**src/design/cfpt_pkg.sv**
```systemverilog
`timescale 1ns / 1ps
`default_nettype none

package cfpt_pkg;

	// Defaults for the top-level parameters
	localparam int GRID_MAX_DEF        = 1024;
	localparam int SAMPLE_WIDTH_DEF    = 16;
	localparam int PHASE_WIDTH_DEF     = 32;
	localparam int ROTATION_STAGES_DEF = 16;

	// Register and field widths fixed by the register map
	localparam int STEP_WIDTH     = 32;
	localparam int GRID_WIDTH     = 11;
	localparam int TURN_WIDTH     = 32;
	localparam int ZW             = 32;
	localparam int CFG_IDX_WIDTH  = 2;
	localparam int CFG_DATA_WIDTH = 32;

	localparam logic [GRID_WIDTH-1:0] GRID_RESET = 11'd256;

	// CORDIC gain compensation, Q30, and the output guard bits
	localparam int GAIN_Q30   = 652032874;
	localparam int GAIN_SHIFT = 16;
	localparam int GUARD_BITS = 14;

	// Register indexes on the configuration port
	typedef enum logic [CFG_IDX_WIDTH-1:0] {
		REG_ROW_STEP = 2'd0,
		REG_COL_STEP = 2'd1,
		REG_GRID     = 2'd2
	} reg_idx_t;

	// Control that travels alongside each sample
	typedef struct packed {
		logic vld;
		logic fe;
	} tag_t;

	// Arctangent of 2^-i in 2^-32 turns
	localparam logic [31:0] ATAN_TURNS [0:31] = '{
		32'h20000000, 32'h12E4051E, 32'h09FB385B, 32'h051111D4,
		32'h028B0D43, 32'h0145D7E1, 32'h00A2F61E, 32'h00517C55,
		32'h0028BE53, 32'h00145F2F, 32'h000A2F98, 32'h000517CC,
		32'h00028BE6, 32'h000145F3, 32'h0000A2FA, 32'h0000517D,
		32'h000028BE, 32'h0000145F, 32'h00000A30, 32'h00000518,
		32'h0000028C, 32'h00000146, 32'h000000A3, 32'h00000051,
		32'h00000029, 32'h00000014, 32'h0000000A, 32'h00000005,
		32'h00000003, 32'h00000001, 32'h00000001, 32'h00000000
	};

endpackage

`default_nettype wire

```
**src/design/cfpt_cell.sv**
```systemverilog
`timescale 1ns / 1ps
`default_nettype none

module cfpt_cell #(
	parameter int XW  = 32,
	parameter int IDX = 0
) (
	input  wire                    clk,
	input  wire                    arst_n,
	input  wire                    en,
	input  wire cfpt_pkg::tag_t    tag_in,
	input  wire signed [XW-1:0]    x_in,
	input  wire signed [XW-1:0]    y_in,
	input  wire signed [cfpt_pkg::ZW-1:0] z_in,
	output cfpt_pkg::tag_t         tag_out,
	output logic signed [XW-1:0]   x_out,
	output logic signed [XW-1:0]   y_out,
	output logic signed [cfpt_pkg::ZW-1:0] z_out
);

	localparam logic signed [cfpt_pkg::ZW-1:0] ANGLE = cfpt_pkg::ATAN_TURNS[IDX];

	cfpt_pkg::tag_t                tag_q;
	logic signed [XW-1:0]          x_q;
	logic signed [XW-1:0]          y_q;
	logic signed [cfpt_pkg::ZW-1:0] z_q;
	logic signed [XW-1:0]          dx;
	logic signed [XW-1:0]          dy;

	assign dx = y_in >>> IDX;
	assign dy = x_in >>> IDX;

	// Advance the control tag
	always_ff @(posedge clk or negedge arst_n) begin
		if (!arst_n) begin
			tag_q <= '0;
		end else if (en) begin
			tag_q <= tag_in;
		end
	end

	// Rotate by one micro-angle toward zero residual phase
	always_ff @(posedge clk) begin
		if (en) begin
			if (!z_in[cfpt_pkg::ZW-1]) begin
				x_q <= x_in - dx;
				y_q <= y_in + dy;
				z_q <= z_in - ANGLE;
			end else begin
				x_q <= x_in + dx;
				y_q <= y_in - dy;
				z_q <= z_in + ANGLE;
			end
		end
	end

	assign tag_out = tag_q;
	assign x_out   = x_q;
	assign y_out   = y_q;
	assign z_out   = z_q;

endmodule

`default_nettype wire

```
**config.mk**
```make
export PLATFORM = sky130hd
export DESIGN_NAME = cfpt_cell
export DESIGN_NICKNAME = d
export VERILOG_FILES = /design/src/design/cfpt_pkg.sv /design/src/design/cfpt_cell.sv
export SDC_FILE = /design/constraint.sdc
export NUM_CORES = 1
export LEC_CHECK = 0
export ABC_CLOCK_PERIOD_IN_PS = 1200
export BUFFER_PORTS_ARGS = -buffer_cell sky130_fd_sc_hd__buf_2
export CAP_MARGIN = 20
export CORE_MARGIN = 1
export CORE_UTILIZATION = 55
export DETAILED_ROUTE_END_ITERATION = 16
export PLACE_DENSITY = 0.91
export RECOVER_POWER = 25
export SETUP_SLACK_MARGIN = 0.15
export SLEW_MARGIN = 20
export SYNTH_ARGS = -nofsm -noshare
export SYNTH_HDL_FRONTEND = slang
export SYNTH_SLANG_ARGS = --single-unit
```
**constraint.sdc**
```tcl
create_clock -name clk -period 1.2 [get_ports clk]
set_input_delay 0.12 -clock clk [delete_from_list [all_inputs] [get_ports clk]]
set_output_delay 0.12 -clock clk [all_outputs]
set_load 0.01 [all_outputs]
```
==> results of run 1 <==
==> synthesized netlist by cell type, types with 5 or more instances <==
cell type	count	area, sq um
a211oi_1	8	60.1
a21o_1	21	158
a21oi_1	96	480
a31oi_1	9	56.3
buf_1	8	30.0
buf_2	13	65.1
clkbuf_1	15	56.3
edfxtp_1	95	2850
ha_1	94	1180
inv_1	95	357
mux2i_1	12	120
nand2_1	32	120
nand2b_1	7	43.8
nand3_1	14	70.1
nand4_1	14	87.6
nor2_1	63	236
nor2b_1	13	81.3
nor3_1	11	55.1
nor4_1	7	43.8
o211ai_1	5	37.5
o21a_1	7	52.6
o21ai_0	48	240
o21ai_1	14	70.1
o21bai_1	18	135
o31ai_1	11	82.6
or3_1	5	31.3
xnor2_1	55	482
xor2_1	6	52.6
==> stage by stage <==
stage,instance area [sq um],TNS [ns],setup slack (ns)
2_1_floorplan,8980,-40.85,-1.24
3_3_place_gp,12100,-66.55,-1.54
3_5_place_dp,12100,-73.70,-1.71
==> logic make-up after synthesis <==
group,Yosys count
buf+inv,141
flops,97
fa+ha+maj,98
simple gates,176
compound gates,297
xor+xnor,61
mux,14
==> key figures, run 1 <==
Run status
  – Status: aborted with a tool error
  – Last step reached: clock tree synthesis (4_1_cts)
  – Err: [ERROR DPL-0033] detailed placement checks failed during check placement.

Synth
  – Sequential-to-total area share from yosys stat: 0.354
  – Synth Area in Compound Gates: 0.238
  – Prevailing post-synth register cell: edfxtp_1
  – Largest family of logic cells by synthesized area: compound AO/OA/AOI/OAI gates
  – Post-synth net total: 1083
  – FF+latch count, synth: 97
  – XOR/XNOR share of the synthesized area: 0.0651
  – Simple-gate share of the synthesized area: 0.103
  – Count of unique library cells instantiated by Yosys: 77
  – Avg Cell Area, Syn: 9.28 sq um
  – Ys async rst share: 0.0206
  – Synthesized cell area: 8210 sq um
  – Post-Syn Instances: 884
  – Synth Area in Adders: 0.153
  – EDFF count, synth: 95
  – Mux cell area share after synthesis: 0.0174
  – Synth warn: 0

Clock network
  – TritonCTS Buffers: 9
  – Hold_buf cts: 31
  – CTS sink cnt: 97
  – CTS Root Cell: clkbuf_16
  – H-tree Lvls: 3
  – Post-CTS Setup Bufs: 54
  – CTS Buffer Depth: 2
  – Post-CTS sizing: 252

Placed design
  – Dpl hpwl: 25900 microns
  – Placed cells: 1510
  – I/O Buffers: 198
  – Placer Congestion: 1.08

Die
  – # IOs: 199
  – Initial core utilization: 0.565
  – Core Rows: 44
  – Die X: 124 microns
  – Die Y: 124 microns
==> run 2: changes to the inputs <==
--- a/config.mk
+++ b/config.mk
@@ -9,11 +9,10 @@
 export BUFFER_PORTS_ARGS = -buffer_cell sky130_fd_sc_hd__buf_2
 export CAP_MARGIN = 20
 export CORE_MARGIN = 1
-export CORE_UTILIZATION = 55
+export CORE_UTILIZATION = 40
 export DETAILED_ROUTE_END_ITERATION = 16
-export PLACE_DENSITY = 0.91
+export PLACE_DENSITY_LB_ADDON = 0.15
 export RECOVER_POWER = 25
-export SETUP_SLACK_MARGIN = 0.15
 export SLEW_MARGIN = 20
 export SYNTH_ARGS = -nofsm -noshare
 export SYNTH_HDL_FRONTEND = slang
==> key figures, run 2 <==
Setup path
  – Slowest Stage Delay on Critical Path: 0.39 ns
  – CP max-delay cell: fa_2
  – Reg-to-reg setup timing slack: 0.44 ns
  – CP bufs+invs: 1
  – Critical path class: input pin to register
  – Startpoint Class: input pin
  – Cell chain of the critical path: buf_12 -> ha_4 -> fa_2 -> nor2b_4 -> o21ai_4 -> a31o_4 -> a311oi_4 -> o21ai_2 -> o21bai_2 -> a211o_1 -> a22o_1 -> xnor2_1
  – Top delay family on crit path: compound AO/OA/AOI/OAI gates
  – Required @ worst endpoint: 1.30 ns
  – Crit-path max FO: 3
  – Crit end category: register
  – Worst EP arrival: 2.43 ns

Synth
  – Sequential-to-total area share from yosys stat: 0.354 (unchanged)
  – Post-synth net total: 1083 (unchanged)
  – Post-Syn Instances: 884 (unchanged)
  – FF+latch count, synth: 97 (unchanged)
  – Synthesized cell area: 8210 sq um (unchanged)
  – Post-synth top area share: 0.348 (unchanged)
  – Synth warn: 0 (unchanged)
  – EDFF count, synth: 95 (unchanged)
  – Prevailing post-synth register cell: edfxtp_1
  – Avg Cell Area, Syn: 9.28 sq um (unchanged)
  – Synth area leader: edfxtp_1
  – Ys async rst share: 0.0206 (unchanged)
  – Count of unique library cells instantiated by Yosys: 77 (unchanged)
  – Most common cell in the netlist: a21oi_1
  – Top post-synthesis cells by count: a21oi_1, edfxtp_1, inv_1, ha_1, nor2_1
  – Top cells by area, synth: edfxtp_1, ha_1, xnor2_1, a21oi_1, inv_1

Die
  – Die area: 21100 sq um
  – # IOs: 199 (unchanged)
  – Die X: 145 microns (+17%)
  – Initial core utilization: 0.407 (-0.158)
  – Core Rows: 52 (+18%)
  – Core Footprint: 20200 sq um
  – Die Y: 145 microns (+17%)

Global route
  – GRT Resource Usage Total: 0.284
  – Global-route wire length before repair: 46800 microns
  – Initial antenna violation count: 0
  – Vias in the first global route: 8858
  – Largest net degree at the start of global routing: 36
  – Final global-route overflow total: 0

Pwr
  – Pwr dens: 987 nW/um^2
  – LEAKAGE: 6.54 nW
  – Max VDD drop: 0.000606 V
  – Power, Total: 14.5 mW

Clock network
  – H-tree Lvls: 3 (unchanged)
  – CTS tree: built
  – TritonCTS Buffers: 9 (unchanged)
  – Clock transition at path regs: 0.07 ns
  – CTS sink cnt: 97 (unchanged)
  – CTS Root Cell: clkbuf_16
  – Clock latency on the worst-skew pair: 0.35 ns
  – CTS Buffer Depth: 2 (unchanged)

STA
  – Fin crit share: 1.94
  – Worst hold slack: 0.0169 ns
  – Final min period: 2.33 ns
  – Max Freq: 430 MHz
  – RSZ-0062 raised after global routing: yes
  – Post-Route Skew: 0 ns
  – Max-slew violation count: 0
  – Setup slack after layout: -1.13 ns
  – Final Setup Violations: 57
  – Worst Tran Pin Value: 0.502 ns
  – Final Hold Viols: 0
  – Slew headroom: 0.665

Detailed routing
  – Via-per-instance ratio: 5.28
  – Post-route ant nets: 0
  – Post-Route WL: 31000 microns
  – DR DRC count: 0
  – Iteration-0 DRC Markers: 672
  – Routed len/inst: 18.2 microns
  – Pre-Repair DR Iteration Count: 5
  – Vias: 8977

Run status
  – Failing checks: negative setup slack
  – Status: finished, violations left

Final layout
  – Post-route cell area: 14700 sq um
  – Share of layout cells above drive strength 1: 0.567
  – Commonest non-fill, non-tap cell in the layout: buf_4
  – Most frequent cells in the layout: buf_4, buf_2, edfxtp_1, inv_1, ha_1
  – Area grow syn2layout: 79.2%
  – Antenna Diode Count: 0
  – Nets: 1625

Placed design
  – Placer Congestion: 0.966 (-10%)
  – Placed instance area: 12200 sq um (+1.3%)
  – I/O Buffers: 198 (unchanged)
  – Dpl hpwl: 23000 microns (-11%)

Min path
  – Worst Hold Class: input pin to register

Flow run
  – Max-Cap Viols: 0
## run 2: worst paths after layout
path	start	end	cells past startpoint
hold reg to reg	tag_out[0]	tag_out[0]	1
max in group asynchronous	arst_n	tag_out[0]	2
setup / recovery	x_in[0]	y_out[30]	12
min in group asynchronous	arst_n	tag_out[1]	2
hold / removal	tag_in[0]	tag_out[0]	2
setup reg to reg	tag_out[1]	tag_out[1]	1
## run 2: power by group
group | switching (mW) | internal, mW | leakage, nW
combinational | 3.58 | 3.52 | 5.44
sequential | 0.147 | 4.35 | 0.953
clock | 1.40 | 1.52 | 0.145
total | 5.13 | 9.39 | 6.54
## run 2: cell families (layout without fill, tap and decap cells)
logic type / count (synthesis) / after routing / share of synthesized area
flops: 97 / 97 / 0.354
fa+ha+maj: 98 / 98 / 0.153
xor+xnor: 61 / 61 / 0.0651
mux: 14 / 14 / 0.0174
buf+inv: 141 / 688 / 0.0692
simple gates: 176 / 176 / 0.103
compound gates: 297 / 297 / 0.238
## run 2: timing repair
item                                    CTS  global route
hold buffers                             31             0
pin swaps                                91            79
cloned                                    1             0
gates resized for setup                 200           114
endpoints found under the hold margin    32             0
buffers inserted                         35            34
endpoints found under the setup margin   57            56
## run 2: per-layer routing
layer  up-vias  part of all wire  track usage
li1       4270                 -            -
met1      4282              0.43        0.376
met2       363              0.48        0.467
met3        62             0.063       0.0434
met4         0             0.030        0.106
met5         -                 0            0
## run 2: metrics by stage
step / TNS, ns / util / instances / setup slack [ns]
after floorplan: -40.85 / - / 884 / -1.24
after global placement: -68.36 / 0.607 / 1602 / -1.56
after detailed placement: -70.02 / 0.607 / 1602 / -1.64
after CTS: -40.95 / 0.696 / 1680 / -1.07
after global routing: -49.17 / 0.729 / 1701 / -1.22
final: -45.49 / 0.729 / 1701 / -1.13
## run 2: final cells by class
cell class / count / area (sq um)
multi-input cells: 646 / 6370
well taps: 270 / 338
clock inverters: 6 / 58.8
inverters: 100 / 453
flip-flops and latches: 97 / 2900
clock buffers: 10 / 239
repair buffers: 572 / 4350
fillers: 1442 / 5460
No activity file was read; power rests on OpenSTA's default activity.
