`src/design/cfpt_pkg.sv`:
```
`timescale 1ns / 1ps
`default_nettype none

package cfpt_pkg;

	// Defaults for the top-level parameters
	localparam int GRID_MAX_DEF        = 1024;
	localparam int SAMPLE_WIDTH_DEF    = 16;
	localparam int PHASE_WIDTH_DEF     = 32;
	localparam int ROTATION_STAGES_DEF = 16;

	// Register and field widths fixed by the register map
	localparam int STEP_WIDTH     = 32;
	localparam int GRID_WIDTH     = 11;
	localparam int TURN_WIDTH     = 32;
	localparam int ZW             = 32;
	localparam int CFG_IDX_WIDTH  = 2;
	localparam int CFG_DATA_WIDTH = 32;

	localparam logic [GRID_WIDTH-1:0] GRID_RESET = 11'd256;

	// CORDIC gain compensation, Q30, and the output guard bits
	localparam int GAIN_Q30   = 652032874;
	localparam int GAIN_SHIFT = 16;
	localparam int GUARD_BITS = 14;

	// Register indexes on the configuration port
	typedef enum logic [CFG_IDX_WIDTH-1:0] {
		REG_ROW_STEP = 2'd0,
		REG_COL_STEP = 2'd1,
		REG_GRID     = 2'd2
	} reg_idx_t;

	// Control that travels alongside each sample
	typedef struct packed {
		logic vld;
		logic fe;
	} tag_t;

	// Arctangent of 2^-i in 2^-32 turns
	localparam logic [31:0] ATAN_TURNS [0:31] = '{
		32'h20000000, 32'h12E4051E, 32'h09FB385B, 32'h051111D4,
		32'h028B0D43, 32'h0145D7E1, 32'h00A2F61E, 32'h00517C55,
		32'h0028BE53, 32'h00145F2F, 32'h000A2F98, 32'h000517CC,
		32'h00028BE6, 32'h000145F3, 32'h0000A2FA, 32'h0000517D,
		32'h000028BE, 32'h0000145F, 32'h00000A30, 32'h00000518,
		32'h0000028C, 32'h00000146, 32'h000000A3, 32'h00000051,
		32'h00000029, 32'h00000014, 32'h0000000A, 32'h00000005,
		32'h00000003, 32'h00000001, 32'h00000001, 32'h00000000
	};

endpackage

`default_nettype wire

```
`src/design/cfpt_phase.sv`:
```
`timescale 1ns / 1ps
`default_nettype none

module cfpt_phase #(
	parameter int GRID_MAX    = cfpt_pkg::GRID_MAX_DEF,
	parameter int PHASE_WIDTH = cfpt_pkg::PHASE_WIDTH_DEF
) (
	input  wire                                clk,
	input  wire                                arst_n,
	input  wire                                acc,
	input  wire [cfpt_pkg::STEP_WIDTH-1:0]     row_step,
	input  wire [cfpt_pkg::STEP_WIDTH-1:0]     col_step,
	input  wire [cfpt_pkg::GRID_WIDTH-1:0]     grid_points,
	output logic [cfpt_pkg::TURN_WIDTH-1:0]    turn,
	output logic                               frame_end
);

	localparam int PW = PHASE_WIDTH;
	localparam int SW = cfpt_pkg::STEP_WIDTH;
	localparam int TW = cfpt_pkg::TURN_WIDTH;
	localparam int IW = (GRID_MAX > 2) ? $clog2(GRID_MAX) : 1;
	localparam int GW = cfpt_pkg::GRID_WIDTH;
	localparam int KW = (GW > IW + 1) ? GW : IW + 1;
	localparam int KC = (KW > $clog2(GRID_MAX + 1)) ? KW : $clog2(GRID_MAX + 1);
	localparam int MW = KC + PW;

	logic [IW-1:0] row_idx_q;
	logic [IW-1:0] col_idx_q;
	logic [PW-1:0] row_acc_q;
	logic [PW-1:0] pix_acc_q;

	logic [KC-1:0]    gp_ext;
	logic [KC-1:0]    n;
	logic [KC-1:0]    half;
	logic [PW+SW-1:0] rs_wide;
	logic [PW+SW-1:0] cs_wide;
	logic [PW-1:0]    rs;
	logic [PW-1:0]    cs;
	logic [MW-1:0]    half_rs;
	logic [MW-1:0]    half_cs;
	logic [PW-1:0]    row_base;
	logic [PW-1:0]    pix;
	logic [PW+TW-1:0] turn_wide;
	logic [IW:0]      col_next;
	logic [IW:0]      row_next;
	logic             col_wrap;
	logic             row_wrap;

	// Clamp the grid size into its legal range
	always_comb begin
		gp_ext = KC'(grid_points);
		if (gp_ext < KC'(2)) begin
			n = KC'(2);
		end else if (gp_ext > KC'(GRID_MAX)) begin
			n = KC'(GRID_MAX);
		end else begin
			n = gp_ext;
		end
		half = n >> 1;
	end

	// Scale the 2^-32 turn steps to the accumulator width
	assign rs_wide = {row_step, {PW{1'b0}}};
	assign cs_wide = {col_step, {PW{1'b0}}};
	assign rs      = rs_wide[PW+SW-1:SW];
	assign cs      = cs_wide[PW+SW-1:SW];
	assign half_rs = MW'(half) * MW'(rs);
	assign half_cs = MW'(half) * MW'(cs);

	// Reload the start phase at frame start and row start
	always_comb begin
		if (row_idx_q == '0 && col_idx_q == '0) begin
			row_base = PW'(0) - half_rs[PW-1:0];
		end else begin
			row_base = row_acc_q;
		end
		if (col_idx_q == '0) begin
			pix = row_base - half_cs[PW-1:0];
		end else begin
			pix = pix_acc_q;
		end
	end

	assign turn_wide = {pix, {TW{1'b0}}};
	assign turn      = turn_wide[PW+TW-1:PW];

	// Wrap the counters against the current grid size
	assign col_next  = {1'b0, col_idx_q} + (IW+1)'(1);
	assign row_next  = {1'b0, row_idx_q} + (IW+1)'(1);
	assign col_wrap  = KC'(col_next) >= n;
	assign row_wrap  = KC'(row_next) >= n;
	assign frame_end = col_wrap && row_wrap;

	// Advance position and phase on each accepted transaction
	always_ff @(posedge clk or negedge arst_n) begin
		if (!arst_n) begin
			row_idx_q <= '0;
			col_idx_q <= '0;
			row_acc_q <= '0;
			pix_acc_q <= '0;
		end else if (acc) begin
			pix_acc_q <= pix + cs;
			if (col_wrap) begin
				col_idx_q <= '0;
				row_acc_q <= row_base + rs;
				row_idx_q <= row_wrap ? '0 : row_next[IW-1:0];
			end else begin
				col_idx_q <= col_next[IW-1:0];
				row_acc_q <= row_base;
			end
		end
	end

	a_frame_restart: assert property (@(posedge clk) disable iff (!arst_n)
		acc && frame_end |=> row_idx_q == '0 && col_idx_q == '0)
		else $error("position not cleared after frame end");

	a_col_step: assert property (@(posedge clk) disable iff (!arst_n)
		acc |=> col_idx_q == '0 || col_idx_q == $past(col_idx_q) + IW'(1))
		else $error("column counter skipped");

	a_hold_idle: assert property (@(posedge clk) disable iff (!arst_n)
		!acc |=> $stable(col_idx_q) && $stable(row_idx_q) && $stable(pix_acc_q))
		else $error("phase state moved without a transaction");

endmodule

`default_nettype wire
```
`config.mk`:
```
export PLATFORM = sky130hd
export DESIGN_NAME = cfpt_phase
export DESIGN_NICKNAME = d
export VERILOG_FILES = /design/src/design/cfpt_pkg.sv /design/src/design/cfpt_phase.sv
export SDC_FILE = /design/constraint.sdc
export NUM_CORES = 2
export LEC_CHECK = 0
export ABC_AREA = 1
export BUFFER_PORTS_ARGS = -buffer_cell sky130_fd_sc_hd__buf_2
export CORE_ASPECT_RATIO = 0.75
export CORE_MARGIN = 2
export CORE_UTILIZATION = 30
export CTS_CLUSTER_DIAMETER = 150
export CTS_CLUSTER_SIZE = 24
export DETAILED_ROUTE_END_ITERATION = 12
export PLACE_DENSITY_LB_ADDON = 0.25
export SYNTH_ARGS = -nofsm -noshare
export SYNTH_HDL_FRONTEND = slang
export SYNTH_SLANG_ARGS = --single-unit
```
`constraint.sdc`:
```
create_clock -name clk -period 10.2 [get_ports clk]
set_input_delay 0.51 -clock clk [delete_from_list [all_inputs] [get_ports clk]]
set_output_delay 0.51 -clock clk [all_outputs]
set_load 0.005 [all_outputs]
```
* After elaboration in Yosys (flattened, before gate mapping)
Index checks and enable logic that the tools add are counted.
** Storage, ports and cells
- Bits in latches :: 0
- RAM bits :: 0
- Memories kept :: 0
- Register bits :: 84
- Output and inout port bits :: 33
- Bits of input ports :: 78
- Bits in read-only memories :: 0
** Cells by class
- Divide/modulo/power cells :: 0
- Bitwise operators :: 0
- Add/subtract/negate cells :: 6
- Multiplexer cells :: 7
- $mul :: 2
- Reduce and logical (&&, ||, !) cells :: 5
- Order comparisons :: 4
- Equal/unequal tests :: 0
- Shift-type cells :: 0
** Operator list (count)
- $mux 32 :: 3
- $add 32x32->32 :: 2
- $mul 10x32->32 :: 2
- $sub 1x32->32 const A :: 1
- $sub 32x32->32 :: 1
- $add 10x1->11 const B :: 2
- $ge 11x11->1 :: 2
- $mux 11 :: 2
- $logic_not 10->1 :: 2
- $mux 10 :: 2
- $gt 11x11->1 const B :: 1
- $lt 11x2->1 const B :: 1
- $logic_and 1x1->1 :: 2
- $reduce_and 2->1 :: 1

* Depth between registers and ports, before layout
- Word-level depth :: 9
- Gate-level depth with buffers :: 65
- Mapped depth without buffers :: 62

* Worst setup path after synthesis
Ideal clock, no wire load.
- Path type :: in2reg
- From :: input grid_points[5] (netlist name)
- To :: register pix_acc_q[31]
- Arrival :: 10.362 ns
- Stages on the path :: 57
- Library setup time :: 0.117 ns
- Buffers on the path :: 3
- Setup slack :: -0.280 ns
- Data required time :: 10.083 ns
- Cell sequence :: nor2_1 nand2_1 nor2_2 nand2_2 nand2_4 buf_12 buf_8 nand2_1 clkbuf_1 clkinv_1 nand2_1 fa_1 fa_1 fa_1 fa_1 inv_1 fa_1 inv_1 (+21 left out) nand2_1 o211ai_1 nand2_1 o211ai_1 or2_2 nand3_1 o21ai_0 ha_1 nand2_1 nor3_1 nand2_1 nor4_1 nand2_1 o211ai_1 xor2_1 nand3_1 nand3_1 nand2_1
** On the way
- Cells in the longest elaborated chain, start to end :: 9
** Ends and longest elaborated chain
- from (decl) :: line cfpt_phase.sv:13 : input wire [cfpt_pkg::GRID_WIDTH-1:0] grid_points,
- $gt 11x11->1 :: line cfpt_phase.sv:54 : end else if (gp_ext > KC'(GRID_MAX)) begin
- $mux 11 :: line cfpt_phase.sv:54
- $mux 11 * :: line cfpt_phase.sv:52 : if (gp_ext < KC'(2)) begin
- $mul 10x32->32 :: line cfpt_phase.sv:67 : assign half_rs = MW'(half) * MW'(rs);
- $sub 1x32->32 :: line cfpt_phase.sv:73 : row_base = PW'(0) - half_rs[PW-1:0];
- $mux 32 :: line cfpt_phase.sv:72 : if (row_idx_q == '0 && col_idx_q == '0) begin
- $sub 32x32->32 * :: line cfpt_phase.sv:78 : pix = row_base - half_cs[PW-1:0];
- $mux 32 * :: line cfpt_phase.sv:77 : if (col_idx_q == '0) begin
- net turn (one bit) :: line cfpt_phase.sv:14 : output logic [cfpt_pkg::TURN_WIDTH-1:0] turn,
- $add 32x32->32 * :: line cfpt_phase.sv:102 : pix_acc_q <= pix + cs;
- to (signal assigned) :: line cfpt_phase.sv:102
- to (decl) :: line cfpt_phase.sv:30 : logic [PW-1:0] pix_acc_q;
Mark *: on every way through the listed nets, which the timed path passes. The rest lies on a longest branch.
A chain may end at the register's enable or synchronous reset.

* Final worst setup path
- From :: input grid_points[5] (netlist name)
- To :: register pix_acc_q[31]
** On the way
- Cells in the longest elaborated chain, start to end :: 9
** Ends and longest elaborated chain (line)
- $gt 11x11->1 :: cfpt_phase.sv:54
- $mux 11 :: cfpt_phase.sv:54
- $mux 11 * :: cfpt_phase.sv:52
- $mul 10x32->32 :: cfpt_phase.sv:67
- $sub 1x32->32 :: cfpt_phase.sv:73
- $mux 32 :: cfpt_phase.sv:72
- $sub 32x32->32 * :: cfpt_phase.sv:78
- $mux 32 * :: cfpt_phase.sv:77
- $add 32x32->32 * :: cfpt_phase.sv:102
Every way passes the cells marked *; elsewhere a longest branch is shown, timed or not.

==> metrics <==
status=finished, final reports clean; Root Driver=clkbuf_16; Area after DPL=29590 um2; Max-slew headroom=0.2697; synthesized area=24940 um2; CTS Buf Count=9; ys async rst share=1.000; Worst Path Required=10480 ps; Worst-Skew Late Latency=390 ps; Worst path max stage delay=610 ps; slowest CP cell=fa_1; Crit. End Element=flop; Seq/Total Area, Yosys=0.08427; post-synth top area cell=fa_1; Die Y=253.7 um; # clock sinks=84; Total Routing Usage GR=0.2066; Clock Skews=10.40 ps; initial antenna violation count=0; nets@finish=4506; EDFF count, synth=0; fin. max-slew vios=0; Initial Utilization=0.3030; Most Crowded Layer GR=met2; Cells after Synth=3297; fin crit share=0.9980; CTS tree=built; Reg clk slew, reported paths=80 ps; DRC=0; Core Region=82320 um2; Routability Congestion=0.9113; gr ovfl total=0; CTS max path bufs=2; critical path arrival=10460 ps; Ports=111; Max Clk Rate=98.23 MHz; Finished Cell Area=between 30000 and 40000 um2; #FFs+latches synth=84; Synth area leaders=fa_1, ha_1, nand2_1; most frequent cell after synthesis=nand2_1; met1 GRT Util=0.3147; wire per inst=17.48 um; Synth cell types=60; YS warnings=0; Final Setup Violations=0; die area=85490 um2; initial drt markers=1658; routed vias=around 23000; Worst-Margin Slew=about 1100 ps; vias in the first global route=between 20000 and 25000; Antenna Nets Post-Route=0; syn avg cell area=~7.6 um2; CP Launch Type=primary input; first-pass GRT wire length=134600 um; M3 GR Usage=0.03136; Die W=337.0 um; post-DP HPWL=71100 um; Max-cap violations=0; leading cell types by count after synthesis=nand2_1, inv_1, fa_1; Layout area overhead=26.80%; cell with the most instances on the worst path=nand2_1; min cycle time layout=10180 ps; Post-CTS Hold Fix Bufs=0; Final Hold Vio Count=0; hold slack=around 85 ps; largest net degree at the start of global routing=82; routing usage on met2=0.3160; Syn Nets=4022; final WL=85700 um; critical path fanouts, max=6; Max H-tree Level=3; Tightest Hold Check Type=in2async; Std-Cell Rows=91; type of the worst setup path=in2reg; top-area cell type share of the netlist area=0.3467; vias per cell=4.685; DR pass1 iterations=5; share of layout cells above drive strength 1=0.2290; total negative slack=0 ps; Port Buffers=110; RSZ-0062 raised after global routing=true; Primary FF master, synth=dfrtp_1
-- timing repair --
action / in CTS / in global routing
resized for setup: 107 / 209
pin swaps: 60 / 113
setup buffers: 23 / 27
setup endpoints to repair: 8 / 26
-- layout by cell type (no fill, tap or decap), types with 6 or more instances in the layout --
master,synthesis,layout
a31oi_1,9,8
nor3_2,0,6
nand3b_1,9,9
o21ai_1,8,18
dfrtp_1,84,84
mux2i_1,9,9
fa_2,0,6
nand2_4,4,11
clkbuf_16,0,9
inv_2,6,23
inv_1,661,644
o22ai_1,10,10
nor3_1,22,14
o21ai_2,10,26
a21o_1,7,7
o221ai_1,7,6
o21ai_0,152,121
nand4_1,9,9
a21oi_2,1,39
buf_4,1,424
buf_6,1,18
nand3_1,90,84
buf_2,4,103
a21oi_1,155,113
nor2_2,6,42
o211ai_1,19,19
xor2_1,61,59
nor2_1,421,382
ha_1,215,178
nand2_1,665,630
o21a_1,12,12
nand2_2,9,36
fa_1,432,426
buf_12,1,6
xnor2_1,38,35
clkinv_1,8,6
o21bai_1,7,7
ha_4,0,37
nand3_2,3,9
or2_2,11,9
-- final cells by class --
| class | count | area (um2) |
|---|---|---|
| Clock inverter | 7 | 63.81 |
| Multi-Input combinational cell | 2459 | 21260 |
| Inverter | 675 | 2537 |
| Antenna cell | 1 | 2.502 |
| Tap cell | 1116 | 1396 |
| Clock buffer | 9 | 225.2 |
| Fill cell | 8643 | 50690 |
| Sequential cell | 84 | 2102 |
| Timing Repair Buffer | 552 | 4036 |
-- flip-flops by register name, indices dropped and copies added (netlist names) --
name / flops
row_acc_q: 32
pix_acc_q: 32
row_idx_q: 10
col_idx_q: 10
-- cells by family after synthesis --
logic type | Yosys count | share of synthesized area
muxes | 9 | 0.003612
buffers and inverters | 754 | 0.1152
xor gates and xnor gates | 99 | 0.03476
AOI/OAI and AO/OA | 432 | 0.09967
adders and majority gates | 647 | 0.4546
DFF | 84 | 0.08427
and+or+nand+nor | 1272 | 0.2079
-- routing by layer --
layer / share of wire / vias up
met5: 0 / -
met4: 0.0088 / 0
met3: 0.065 / 49
met2: 0.43 / 560
met1: 0.50 / 11270
li1: - / 11100
-- per-stage QoR --
step	util	cells	setup slack [ps]
finish	0.3842	4903	20.19
global route	0.3842	4902	-485.7
CTS	0.3710	4875	0.1075
detailed placement	0.3594	4836	-824.9
global placement	0.3594	4836	-880.2
floorplan	-	3297	0.5089
-- worst max-delay path: cells and delay by family --
family          cells  cell delay [ps]
simple gates       21             1970
xor+xnor            3              540
compound gates     11             1710
fa+ha+maj          11             4840
buf+inv             9              840
-- path summary, 6_finish.rpt --
| kind | start | to | slack, ps | cells after the start |
|---|---|---|---|---|
| worst max-delay path | grid_points[5] | pix_acc_q[31] | 20 | 55 |
| worst min-delay path | arst_n | pix_acc_q[31] | 90 | 1 |
| worst max register to register | row_idx_q[0] | pix_acc_q[31] | 2140 | 41 |
| worst min register to register | pix_acc_q[0] | pix_acc_q[0] | 480 | 2 |
| max in group asynchronous | arst_n | row_acc_q[6] | 8920 | 2 |
| min in group clk | pix_acc_q[0] | pix_acc_q[0] | 480 | 2 |
Power is not shown: default switching activity piles up to over one toggle a cycle in this logic, so the estimate is an artifact.
